[src/hw/rtl/lpt_pkg.sv]
package lpt_pkg;

    localparam int MAX_RANGE  = 2048;
    localparam int LFSR_BITS  = 12;
    localparam int IDX_W      = $clog2(MAX_RANGE);
    localparam int RNG_W      = IDX_W + 1;
    localparam int SEED_W     = LFSR_BITS;
    localparam int CFG_W      = (RNG_W > SEED_W) ? RNG_W : SEED_W;
    localparam int CMP_W      = (SEED_W > IDX_W) ? SEED_W : IDX_W;
    localparam int WALK_LIMIT = (1 << LFSR_BITS) + 2 * LFSR_BITS;
    localparam int WALK_W     = $clog2(WALK_LIMIT);
    localparam int BL_W       = $clog2(RNG_W + 1);
    localparam int CFG_IDX_W  = 1;

    localparam logic [CFG_IDX_W-1:0] CFG_RANGE_SIZE = 1'b0;
    localparam logic [CFG_IDX_W-1:0] CFG_START_SEED = 1'b1;

    localparam logic [1:0] KIND_LOOKUP  = 2'd0;
    localparam logic [1:0] KIND_SHUFFLE = 2'd1;
    localparam logic [1:0] KIND_REBUILD = 2'd2;

    typedef enum logic [1:0] {
        ST_OK      = 2'd0,
        ST_RANGE   = 2'd1,
        ST_UNBUILT = 2'd2
    } t_status;

    typedef struct packed {
        logic [1:0]       kind;
        logic [IDX_W-1:0] index;
    } t_req;

    typedef struct packed {
        logic [IDX_W-1:0] value;
        t_status          status;
    } t_rsp;

    typedef struct packed {
        logic             base_we;
        logic [IDX_W-1:0] base_waddr;
        logic [IDX_W-1:0] base_wdata;
        logic [IDX_W-1:0] base_raddr;
        logic             work_we;
        logic [IDX_W-1:0] work_waddr;
        logic [IDX_W-1:0] work_wdata;
        logic [IDX_W-1:0] work_raddr;
    } t_mem_ctl;

    localparam logic [11:0] POLY_TABLE [12] = '{
        12'h001, 12'h003, 12'h006, 12'h00C, 12'h017, 12'h030,
        12'h047, 12'h095, 12'h110, 12'h240, 12'h40B, 12'hE08
    };

    // Clamp a raw range register value into 1..MAX_RANGE.
    function automatic logic [RNG_W-1:0] clamp_range(input logic [RNG_W-1:0] raw);
        logic [RNG_W-1:0] r;
        r = raw;
        if (raw == '0) begin
            r = RNG_W'(1);
        end else if (raw > RNG_W'(MAX_RANGE)) begin
            r = RNG_W'(MAX_RANGE);
        end
        return r;
    endfunction

    // Polynomial picked by the bit length of the range.
    function automatic logic [SEED_W-1:0] poly_for(input logic [RNG_W-1:0] r);
        logic [BL_W-1:0] bl;
        bl = '0;
        for (int k = 0; k < RNG_W; k++) begin
            if (r[k]) begin
                bl = BL_W'(k + 1);
            end
        end
        if (bl > BL_W'(LFSR_BITS)) begin
            bl = BL_W'(LFSR_BITS);
        end
        if (bl < BL_W'(1)) begin
            bl = BL_W'(1);
        end
        return SEED_W'(POLY_TABLE[4'(bl - BL_W'(1))]);
    endfunction

endpackage

[src/hw/rtl/lpt_seq.sv]
module lpt_seq
    import lpt_pkg::*;
(
    input  logic              i_clk,
    input  logic              i_rst_n,
    input  logic              i_start,
    output logic              o_busy,
    input  t_req              i_req,
    input  logic [RNG_W-1:0]  i_range_size,
    input  logic [SEED_W-1:0] i_start_seed,
    input  logic [IDX_W-1:0]  i_base_rdata,
    input  logic [IDX_W-1:0]  i_work_rdata,
    output t_mem_ctl          o_mem,
    output logic              o_valid,
    output t_rsp              o_rsp
);

    typedef enum logic [4:0] {
        S_IDLE  = 5'b00001,
        S_FILL  = 5'b00010,
        S_COMP1 = 5'b00100,
        S_COMP2 = 5'b01000,
        S_COMP3 = 5'b10000
    } t_state;

    t_state            r_state, n_state;
    logic [IDX_W-1:0]  r_i, n_i;
    logic [WALK_W-1:0] r_n, n_n;
    logic [SEED_W-1:0] r_lfsr, n_lfsr;
    logic [SEED_W-1:0] r_poly, n_poly;
    logic [IDX_W-1:0]  r_last, n_last;
    logic              r_built, n_built;
    logic              r_src_work, n_src_work;
    logic              r_out_vld, n_out_vld;
    logic              r_out_ram, n_out_ram;
    t_status           r_out_status, n_out_status;

    logic              accept;
    logic [SEED_W-1:0] lfsr_raw;
    logic [SEED_W-1:0] lfsr_step;
    logic [SEED_W-1:0] s_m1;
    logic              hit;
    logic              walk_out;
    logic              last_elem;
    logic [IDX_W-1:0]  first_data;
    logic [RNG_W-1:0]  r_eff;
    logic [IDX_W-1:0]  src_addr;

    assign accept    = i_start && (r_state == S_IDLE);
    assign o_busy    = (r_state != S_IDLE);
    assign lfsr_raw  = {1'b0, r_lfsr[SEED_W-1:1]} ^ (r_lfsr[0] ? r_poly : '0);
    // Reload to one when the register runs into zero.
    assign lfsr_step = (lfsr_raw == '0) ? SEED_W'(1) : lfsr_raw;
    assign s_m1      = lfsr_step - SEED_W'(1);
    assign hit       = CMP_W'(s_m1) <= CMP_W'(r_last);
    assign walk_out  = (r_n == WALK_W'(WALK_LIMIT - 1));
    assign last_elem = (r_i == r_last);
    assign first_data = r_src_work ? i_work_rdata : i_base_rdata;
    assign r_eff     = clamp_range(i_range_size);
    assign src_addr  = (r_state == S_COMP3) ? (r_i + IDX_W'(1)) : r_i;

    always_comb begin
        n_state      = r_state;
        n_i          = r_i;
        n_n          = r_n;
        n_lfsr       = r_lfsr;
        n_poly       = r_poly;
        n_last       = r_last;
        n_built      = r_built;
        n_src_work   = r_src_work;
        n_out_vld    = 1'b0;
        n_out_ram    = 1'b0;
        n_out_status = ST_OK;

        o_mem            = '0;
        o_mem.base_waddr = r_i;
        o_mem.base_wdata = hit ? IDX_W'(s_m1) : '0;
        o_mem.base_raddr = r_i;
        o_mem.work_waddr = r_i;
        o_mem.work_wdata = i_base_rdata;
        o_mem.work_raddr = r_i;

        unique case (r_state)
            S_IDLE: begin
                o_mem.work_raddr = i_req.index;
                if (accept) begin
                    unique case (i_req.kind)
                        KIND_LOOKUP: begin
                            n_out_vld = 1'b1;
                            if (!r_built) begin
                                n_out_status = ST_UNBUILT;
                            end else if (i_req.index > r_last) begin
                                n_out_status = ST_RANGE;
                            end else begin
                                n_out_ram = 1'b1;
                            end
                        end
                        KIND_SHUFFLE: begin
                            if (!r_built) begin
                                n_out_vld    = 1'b1;
                                n_out_status = ST_UNBUILT;
                            end else begin
                                n_src_work = 1'b1;
                                n_i        = '0;
                                n_state    = S_COMP1;
                            end
                        end
                        KIND_REBUILD: begin
                            n_last     = IDX_W'(r_eff - RNG_W'(1));
                            n_poly     = poly_for(r_eff);
                            n_lfsr     = i_start_seed;
                            n_i        = '0;
                            n_n        = '0;
                            n_built    = 1'b1;
                            n_src_work = 1'b0;
                            n_state    = S_FILL;
                        end
                        default: begin
                            n_out_vld = 1'b1;
                        end
                    endcase
                end
            end
            S_FILL: begin
                n_lfsr = lfsr_step;
                // Skip states above the range; give up after the walk limit.
                if (hit || walk_out) begin
                    o_mem.base_we = 1'b1;
                    n_n           = '0;
                    if (last_elem) begin
                        n_i     = '0;
                        n_state = S_COMP1;
                    end else begin
                        n_i = r_i + IDX_W'(1);
                    end
                end else begin
                    n_n = r_n + WALK_W'(1);
                end
            end
            S_COMP1: begin
                o_mem.base_raddr = src_addr;
                o_mem.work_raddr = src_addr;
                n_state          = S_COMP2;
            end
            S_COMP2: begin
                o_mem.base_raddr = first_data;
                n_state          = S_COMP3;
            end
            S_COMP3: begin
                o_mem.work_we = 1'b1;
                if (last_elem) begin
                    n_out_vld = 1'b1;
                    n_state   = S_IDLE;
                end else begin
                    // Issue the first read of the next entry.
                    o_mem.base_raddr = src_addr;
                    o_mem.work_raddr = src_addr;
                    n_i              = r_i + IDX_W'(1);
                    n_state          = S_COMP2;
                end
            end
            default: begin
                n_state = S_IDLE;
            end
        endcase
    end

    always_ff @(posedge i_clk) begin
        if (!i_rst_n) begin
            r_state   <= S_IDLE;
            r_last    <= '0;
            r_built   <= 1'b0;
            r_lfsr    <= '0;
            r_out_vld <= 1'b0;
        end else begin
            r_state   <= n_state;
            r_last    <= n_last;
            r_built   <= n_built;
            r_lfsr    <= n_lfsr;
            r_out_vld <= n_out_vld;
        end
    end

    always_ff @(posedge i_clk) begin
        r_i          <= n_i;
        r_n          <= n_n;
        r_poly       <= n_poly;
        r_src_work   <= n_src_work;
        r_out_ram    <= n_out_ram;
        r_out_status <= n_out_status;
    end

    assign o_valid      = r_out_vld;
    assign o_rsp.value  = r_out_ram ? i_work_rdata : '0;
    assign o_rsp.status = r_out_status;

`ifndef SYNTH
    a_fill_in_range: assert property (@(posedge i_clk) disable iff (!i_rst_n)
        o_mem.base_we |-> (r_state == S_FILL) && (o_mem.base_waddr <= r_last))
        else $error("base write outside fill or past range");

    a_work_wr_comp: assert property (@(posedge i_clk) disable iff (!i_rst_n)
        o_mem.work_we |-> (r_state == S_COMP3))
        else $error("work write outside compose write step");

    a_rebuild_busy: assert property (@(posedge i_clk) disable iff (!i_rst_n)
        (accept && (i_req.kind == KIND_REBUILD)) |=> o_busy && !o_valid)
        else $error("rebuild request did not start the sequencer");

    a_comp_order: assert property (@(posedge i_clk) disable iff (!i_rst_n)
        (r_state == S_COMP2) |=> (r_state == S_COMP3))
        else $error("compose read not followed by write step");

    a_ram_result: assert property (@(posedge i_clk) disable iff (!i_rst_n)
        r_out_ram |-> r_out_vld && (r_out_status == ST_OK))
        else $error("table value driven without an ok lookup result");
`endif

endmodule

[config.mk]
export PLATFORM = sky130hd
export DESIGN_NAME = lpt_seq
export DESIGN_NICKNAME = d
export VERILOG_FILES = /design/src/hw/rtl/lpt_pkg.sv /design/src/hw/rtl/lpt_seq.sv
export SDC_FILE = /design/constraint.sdc
export NUM_CORES = 1
export LEC_CHECK = 0
export BUFFER_PORTS_ARGS = -buffer_cell sky130_fd_sc_hd__buf_4
export CORE_UTILIZATION = 55
export DETAILED_ROUTE_END_ITERATION = 6
export PLACE_DENSITY = 0.82
export SYNTH_ARGS = -nofsm -noshare
export SYNTH_HDL_FRONTEND = slang
export SYNTH_SLANG_ARGS = --single-unit
[constraint.sdc]
create_clock -name i_clk -period 6.54 [get_ports i_clk]
set_clock_uncertainty 0.15 [all_clocks]
set_input_delay 0.327 -clock i_clk [delete_from_list [all_inputs] [get_ports i_clk]]
set_output_delay 0.327 -clock i_clk [all_outputs]
set_load 0.02 [all_outputs]
# Word level (Yosys, flattened, before mapping)
# Memories as Yosys holds them, arrays and structs flattened. A register that Yosys moved wholly into a read port is not among the register bits.
# Cells that the tools add are included.
[word_totals]
regBits = 58
rom_bits = 192
input_bits = 62
output_inout_bits = 83
wordCells = 126
n_memories = 1
[op_classes]
n_addsub = 5
order_cmp = 5
eq_ne = 18
muxes = 70
bitwise_logic = 2
reduce_logical = 15
[memory_table]
columns = ["name", "words", "width", "rd", "rd_ports_with_merged_regs", "wr", "line", "text"]
rows = [
  ["(no name shown)", 16, 12, 1, 1, 0, "lpt_pkg.sv:81", "return SEED_W'(POLY_TABLE[4'(bl - BL_W'(1))]);"],
]
[op_table]
columns = ["cell", "n"]
rows = [
  ["2-to-1 mux 11 bit", 10],
  ["one-hot mux 11 bit (3 select lines)", 3],
  ["2-to-1 mux 4 bit", 23],
  ["2-to-1 mux 12 bit", 6],
  ["2-to-1 mux 13 bit", 3],
  ["one-hot mux 13 bit (2 select lines)", 1],
  ["one-hot mux 5 bit (5 select lines)", 1],
  ["logical NOT 12 bit", 2],
  ["one-hot mux 12 bit (2 select lines)", 1],
  ["one-hot mux 11 bit (2 select lines)", 1],
  ["2-to-1 mux 5 bit", 4],
  ["adder 13 x 1 -> 13 bit, second input constant", 1],
  ["== test 13 bit, second input constant", 1],
  ["> comparator 12 bit, second input constant", 1],
  ["less-or-equal comparator 12 x 11 -> 1 bit", 1],
  ["subtractor 12 x 1 -> 12 bit, second input constant", 1],
  ["XOR 11 x 12 -> 12 bit", 1],
  ["adder 11 x 1 -> 11 bit, second input constant", 1],
  ["== test 11 bit", 1],
  ["> comparator 11 bit", 1],
  ["subtractor 11 x 1 -> 11 bit, second input constant", 1],
  ["2-to-1 mux 1 bit", 10],
  ["!= test 2 bit, second input constant", 5],
  ["one-hot mux 5 bit (2 select lines)", 1],
  ["other kinds (28)", 34],
]

# Logic depth before layout (Yosys ltp)
[logic_depth]
depth_word = 30
depth_mapped = 21
depth_no_buf = 19

# Worst setup path after synthesis
# Ideal clock, no wire load.
[synth_timing]
path_type = "register to register"
from = "register r_lfsr[0]"
to = "register r_i[0], enable pin"
setup_ns = 0.382
arrival_ns = 4.293
t_required_ns = 6.008
path_slack_ns = 1.714
stages_incl_launch_ff = 20
path_buffers = 1
period_less_slack_ns = 4.826
cell_sequence = "dfxtp_1 buf_6 nor4bb_4 a22oi_2 a2bb2oi_2 a41oi_1 nand2_1 inv_1 ha_1 a21boi_0 and2_1 nand3_1 xor2_1 ha_1 and3_1 a221oi_1 o21ai_0 o21ai_1 nand2b_4 a21oi_1"
[synth_via]
elab_chain_cells = 9
[synth_rtl]
columns = ["item", "line", "text"]
rows = [
  ["start: declaration", "lpt_seq.sv:29", "logic [SEED_W-1:0] r_lfsr, n_lfsr;"],
  ["start signal: assignment", "lpt_seq.sv:179", "r_lfsr <= n_lfsr;"],
  ["2-to-1 mux 12 bit (*)", "lpt_seq.sv:51", "assign lfsr_raw = {1'b0, r_lfsr[SEED_W-1:1]} ^ (r_lfsr[0] ? r_poly : '0);"],
  ["XOR 11 x 12 -> 12 bit (*)", "lpt_seq.sv:51", ""],
  ["logical NOT 12 bit", "lpt_seq.sv:53", "assign lfsr_step = (lfsr_raw == '0) ? SEED_W'(1) : lfsr_raw;"],
  ["2-to-1 mux 12 bit (*)", "lpt_seq.sv:53", ""],
  ["subtractor 12 x 1 -> 12 bit (*)", "lpt_seq.sv:54", "assign s_m1 = lfsr_step - SEED_W'(1);"],
  ["less-or-equal comparator 12 x 11 -> 1 bit (*)", "lpt_seq.sv:55", "assign hit = CMP_W'(s_m1) <= CMP_W'(r_last);"],
  ["logical OR 1 bit (*)", "lpt_seq.sv:127", "if (hit || walk_out) begin"],
  ["!= test 2 bit (no line) (*)", "n/a", ""],
  ["AND reduction 6 bit (no line) (*)", "n/a", ""],
  ["end signal: assignment", "lpt_seq.sv:185", "r_i <= n_i;"],
  ["end: declaration", "lpt_seq.sv:27", "logic [IDX_W-1:0] r_i, n_i;"],
]
# Mark *: on every way between the ends. The rest lies on a longest branch, timed or not.
# A chain may end at the register's enable or synchronous reset.

==> key figures <==
Run
  – Total of max-cap violations: 0

Place
  – Pre-CTS WS: ~0.9 ns
  – Routability Congestion: 0.965
  – I/O Buffers: around 140
  – Final HPWL DP: 12,700 um
  – Post-DP Area: slightly below 7000 um2

Global routing
  – Global-route wire length before repair: ~27,000 um
  – Total grt overflow: 0
  – Number of global-route vias before repair: 5,342
  – Gr usage total: 0.301
  – Initial antenna violation count: 0
  – Largest net degree at the start of global routing: 34

CTS
  – Clock Sink Count: 70
  – Num CTS Buffers: 9
  – Worst-Skew Late Latency: 0.37 ns
  – H-tree Lvls: 3
  – Clk slew on worst S/H paths: 0.08 ns
  – Clock tree buffer depth: 2
  – CTS Root Cell: clkbuf_8
  – CTS tree: built
  – Post-CTS Setup Bufs: 0

Critical path
  – Crit path capture type: output pin
  – R2r startpoint: r_lfsr[0]
  – Crit. Startpoint: r_lfsr[0]
  – Worst endpoint required time: 6.06 ns
  – Crit Path Category: reg -> out
  – Worst path cell trace: nand2_1 > xor2_1 > a21boi_2 > a41oi_1 > nand2_1 > inv_1 > ha_1 > a21boi_0 > and2_1 > nand3_1 > xor2_1 > ha_1 > and3_1 > a221oi_1 > o21ai_0 > o21ai_1 > nand2b_4 > nor2_1 > buf_4
  – CP Capture Point: o_mem[46]
  – Critical Path Max Stage Delay: 0.65 ns
  – Startpoint Class: flip-flop
  – Worst Path Arrival: 5.46 ns
  – Critical path peak fanout: 26
  – Worst Path Buf+Inv: 2
  – Reg2Reg Setup Slack: 0.98 ns
  – CP max-delay cell: o21ai_1
  – Worst-case reg-to-reg path depth: 19
  – Crit path depth: 19
  – R2r endpoint: r_i[1]
  – Worst path top cell family by delay: compound AO/OA/AOI/OAI gates

Cells and area
  – Fraction of layout cells with a size suffix above 1: 0.223
  – Fillcell total: 863
  – # diodes: 0
  – P&R area growth vs syn: 20.0%
  – Most frequent cells in the layout: buf_4 (147), nand2_1 (85), nor2_1 (66), nand3_1 (41), o21ai_0 (41)
  – Finished Cell Area: 7090 um2
  – # nets final: 920
  – Most common cell after layout, fill and taps aside: buf_4

Die
  – Die area: 11,200 um2
  – Ports: 145
  – Die width: 106 um
  – Initial core utilization: 0.569
  – Row cnt: 37
  – Die Ht: 106 um
  – Core area: 10,400 um2

Synth
  – Synthesized area per cell: just over 8 um2
  – Yosys warns: 0
  – FF+latch count, synth: 70
  – Mapped Cells: between 700 and 800
  – Sequential fraction of the synthesis area: 0.300
  – Synthesized area: 5900 um2
  – Number of synthesized flops with an enable pin: 37
  – Syn Nets: 819
  – Dominant synthesized flop cell: edfxtp_1
  – Synth area leader: edfxtp_1
  – Yosys top cell area share: 0.188
  – Post-synth ARST share: 0
  – Netlist cell types: 65
  – Synth area leaders: edfxtp_1 (19%), dfxtp_1 (11%), ha_1 (7.2%), nand2_1 (5.4%), xnor2_1 (4.7%)

Timing
  – Final worst slack: 0.599 ns
  – TNS Setup: 0 ns
  – Final max-slew violation count: 0
  – Final worst-path cycle share: 0.908
  – Setup repair after global routing missed its margin: no
  – Period minus WS final: 5.94 ns
  – Final Hold Fails: 0
  – FMAX: between 150 and 200 MHz
  – Relative slew slack: 0.471
  – Worst slew pin tran: roughly 0.79 ns
  – Final setup viols: 0

Drt
  – Iteration-0 DRC Markers: between 300 and 400
  – Routed vias: 5,737
  – Avg WL per Cell: 17.0 um
  – Routed wire length: 16,500 um
  – Detail-routed via count per cell: a little under 6
  – Post-route ant nets: 0
  – # DRC: 0
  – Initial DRT Pass Iterations: 5

Pwr
  – VDD IR max: 0.000306 V
  – Power Density: approximately 330 nW/um2
  – Leakage power figure: 3.08 nW

Worst hold path
  – Hold path start: i_range_size[4]
  – Min-delay worst type: in -> reg

Status
  – Status: completed
routing by layer:
metal	global-route usage	part of all wire
met3	0.0563	0.077
met4	0.127	0.028
met2	0.513	0.49
met5	0	0
met1	0.372	0.41
tightest hold or removal path, cell delays in order:
cell     delay (ns)
buf_4          0.14
nand3_1        0.07
a31oi_1        0.07
layout make-up:
cell class	count	area [um2]	area share
clock buffers	9	124	0.0175
clock inverters	7	96.3	0.0136
inverters	31	116	0.0164
multi-input cells	563	3680	0.520
flip-flops and latches	70	1770	0.250
well taps	136	170	0.0240
repair buffers	149	1120	0.159
registers in the layout, indices dropped and copies added, names as in the netlist:
| register | count |
|---|---|
| r_state | 5 |
| r_lfsr | 12 |
| r_i | 11 |
| r_out_ram | 1 |
| r_src_work | 1 |
| r_n | 13 |
| o_valid | 1 |
| r_out_status | 2 |
| r_last | 11 |
| r_built | 1 |
| r_poly | 12 |
per-stage QoR:
stage          std cells  hold slack [ns]   util  total power [mW]
3_5_place_dp         947            0.297  0.660              1.91
4_1_cts              965            0.140  0.683              2.31
2_1_floorplan        723            0.253      -              1.47
6_report             965            0.147  0.683              2.33
3_3_place_gp         947            0.283  0.660              1.88
5_1_grt              965            0.154  0.683              2.46
worst min path at each step:
stage / endpoint / slack [ns] / cells past startpoint
final: r_last[4] / 0.15 / 3
after global routing: r_last[4] / 0.15 / 3
after CTS: r_last[4] / 0.14 / 3
after detailed placement: r_out_status[1] / 0.30 / 1
after global placement: r_out_status[1] / 0.28 / 1
after floorplan: r_out_status[0] / 0.25 / 1
repair_timing:
action / 4_1_cts / 5_1_grt
gates resized for setup: 0 / 1
setup endpoints to repair: 0 / 4
endpoints found under the hold margin: 2 / 0
hold buffers: 2 / 0
cells by family (layout without fill, tap and decap cells):
group,after synthesis,count (layout),share of synthesized area
AND/OR/NAND/NOR,317,317,0.280
XOR/XNOR,61,61,0.0905
multiplexers,11,11,0.0199
buffers and inverters,90,196,0.0761
adder cells (fa/ha/maj),34,34,0.0720
flip-flops,70,70,0.300
AO/OA/AOI/OAI,140,140,0.161
Yosys cell counts, types with 3 or more instances:
| cell type | count |
|---|---|
| or3_1 | 3 |
| mux2i_1 | 5 |
| and3_1 | 32 |
| a221o_1 | 12 |
| buf_4 | 23 |
| inv_1 | 31 |
| nand3_1 | 41 |
| xnor2_1 | 32 |
| o21ai_0 | 41 |
| edfxtp_1 | 37 |
| clkbuf_1 | 20 |
| nand2b_1 | 10 |
| nand3b_1 | 3 |
| nor4b_1 | 3 |
| nor2_1 | 66 |
| o21a_1 | 7 |
| nand2_1 | 85 |
| nor3_1 | 11 |
| a21o_1 | 8 |
| and2_1 | 16 |
| and4bb_1 | 3 |
| buf_2 | 13 |
| xor2_1 | 29 |
| nor2b_1 | 12 |
| a31oi_1 | 4 |
| a21oi_1 | 29 |
| ha_1 | 34 |
| nand4_1 | 9 |
| mux2_2 | 6 |
| o211ai_1 | 9 |
| o211a_1 | 3 |
| and3b_1 | 8 |
| dfxtp_1 | 33 |
power breakdown:
part / internal (mW) / switching (mW)
Clock: 0.217 / 0.181
Combinational: 0.545 / 0.755
Sequential: 0.526 / 0.107
Total: 1.29 / 1.04
No activity file was read; power rests on OpenSTA's default activity.
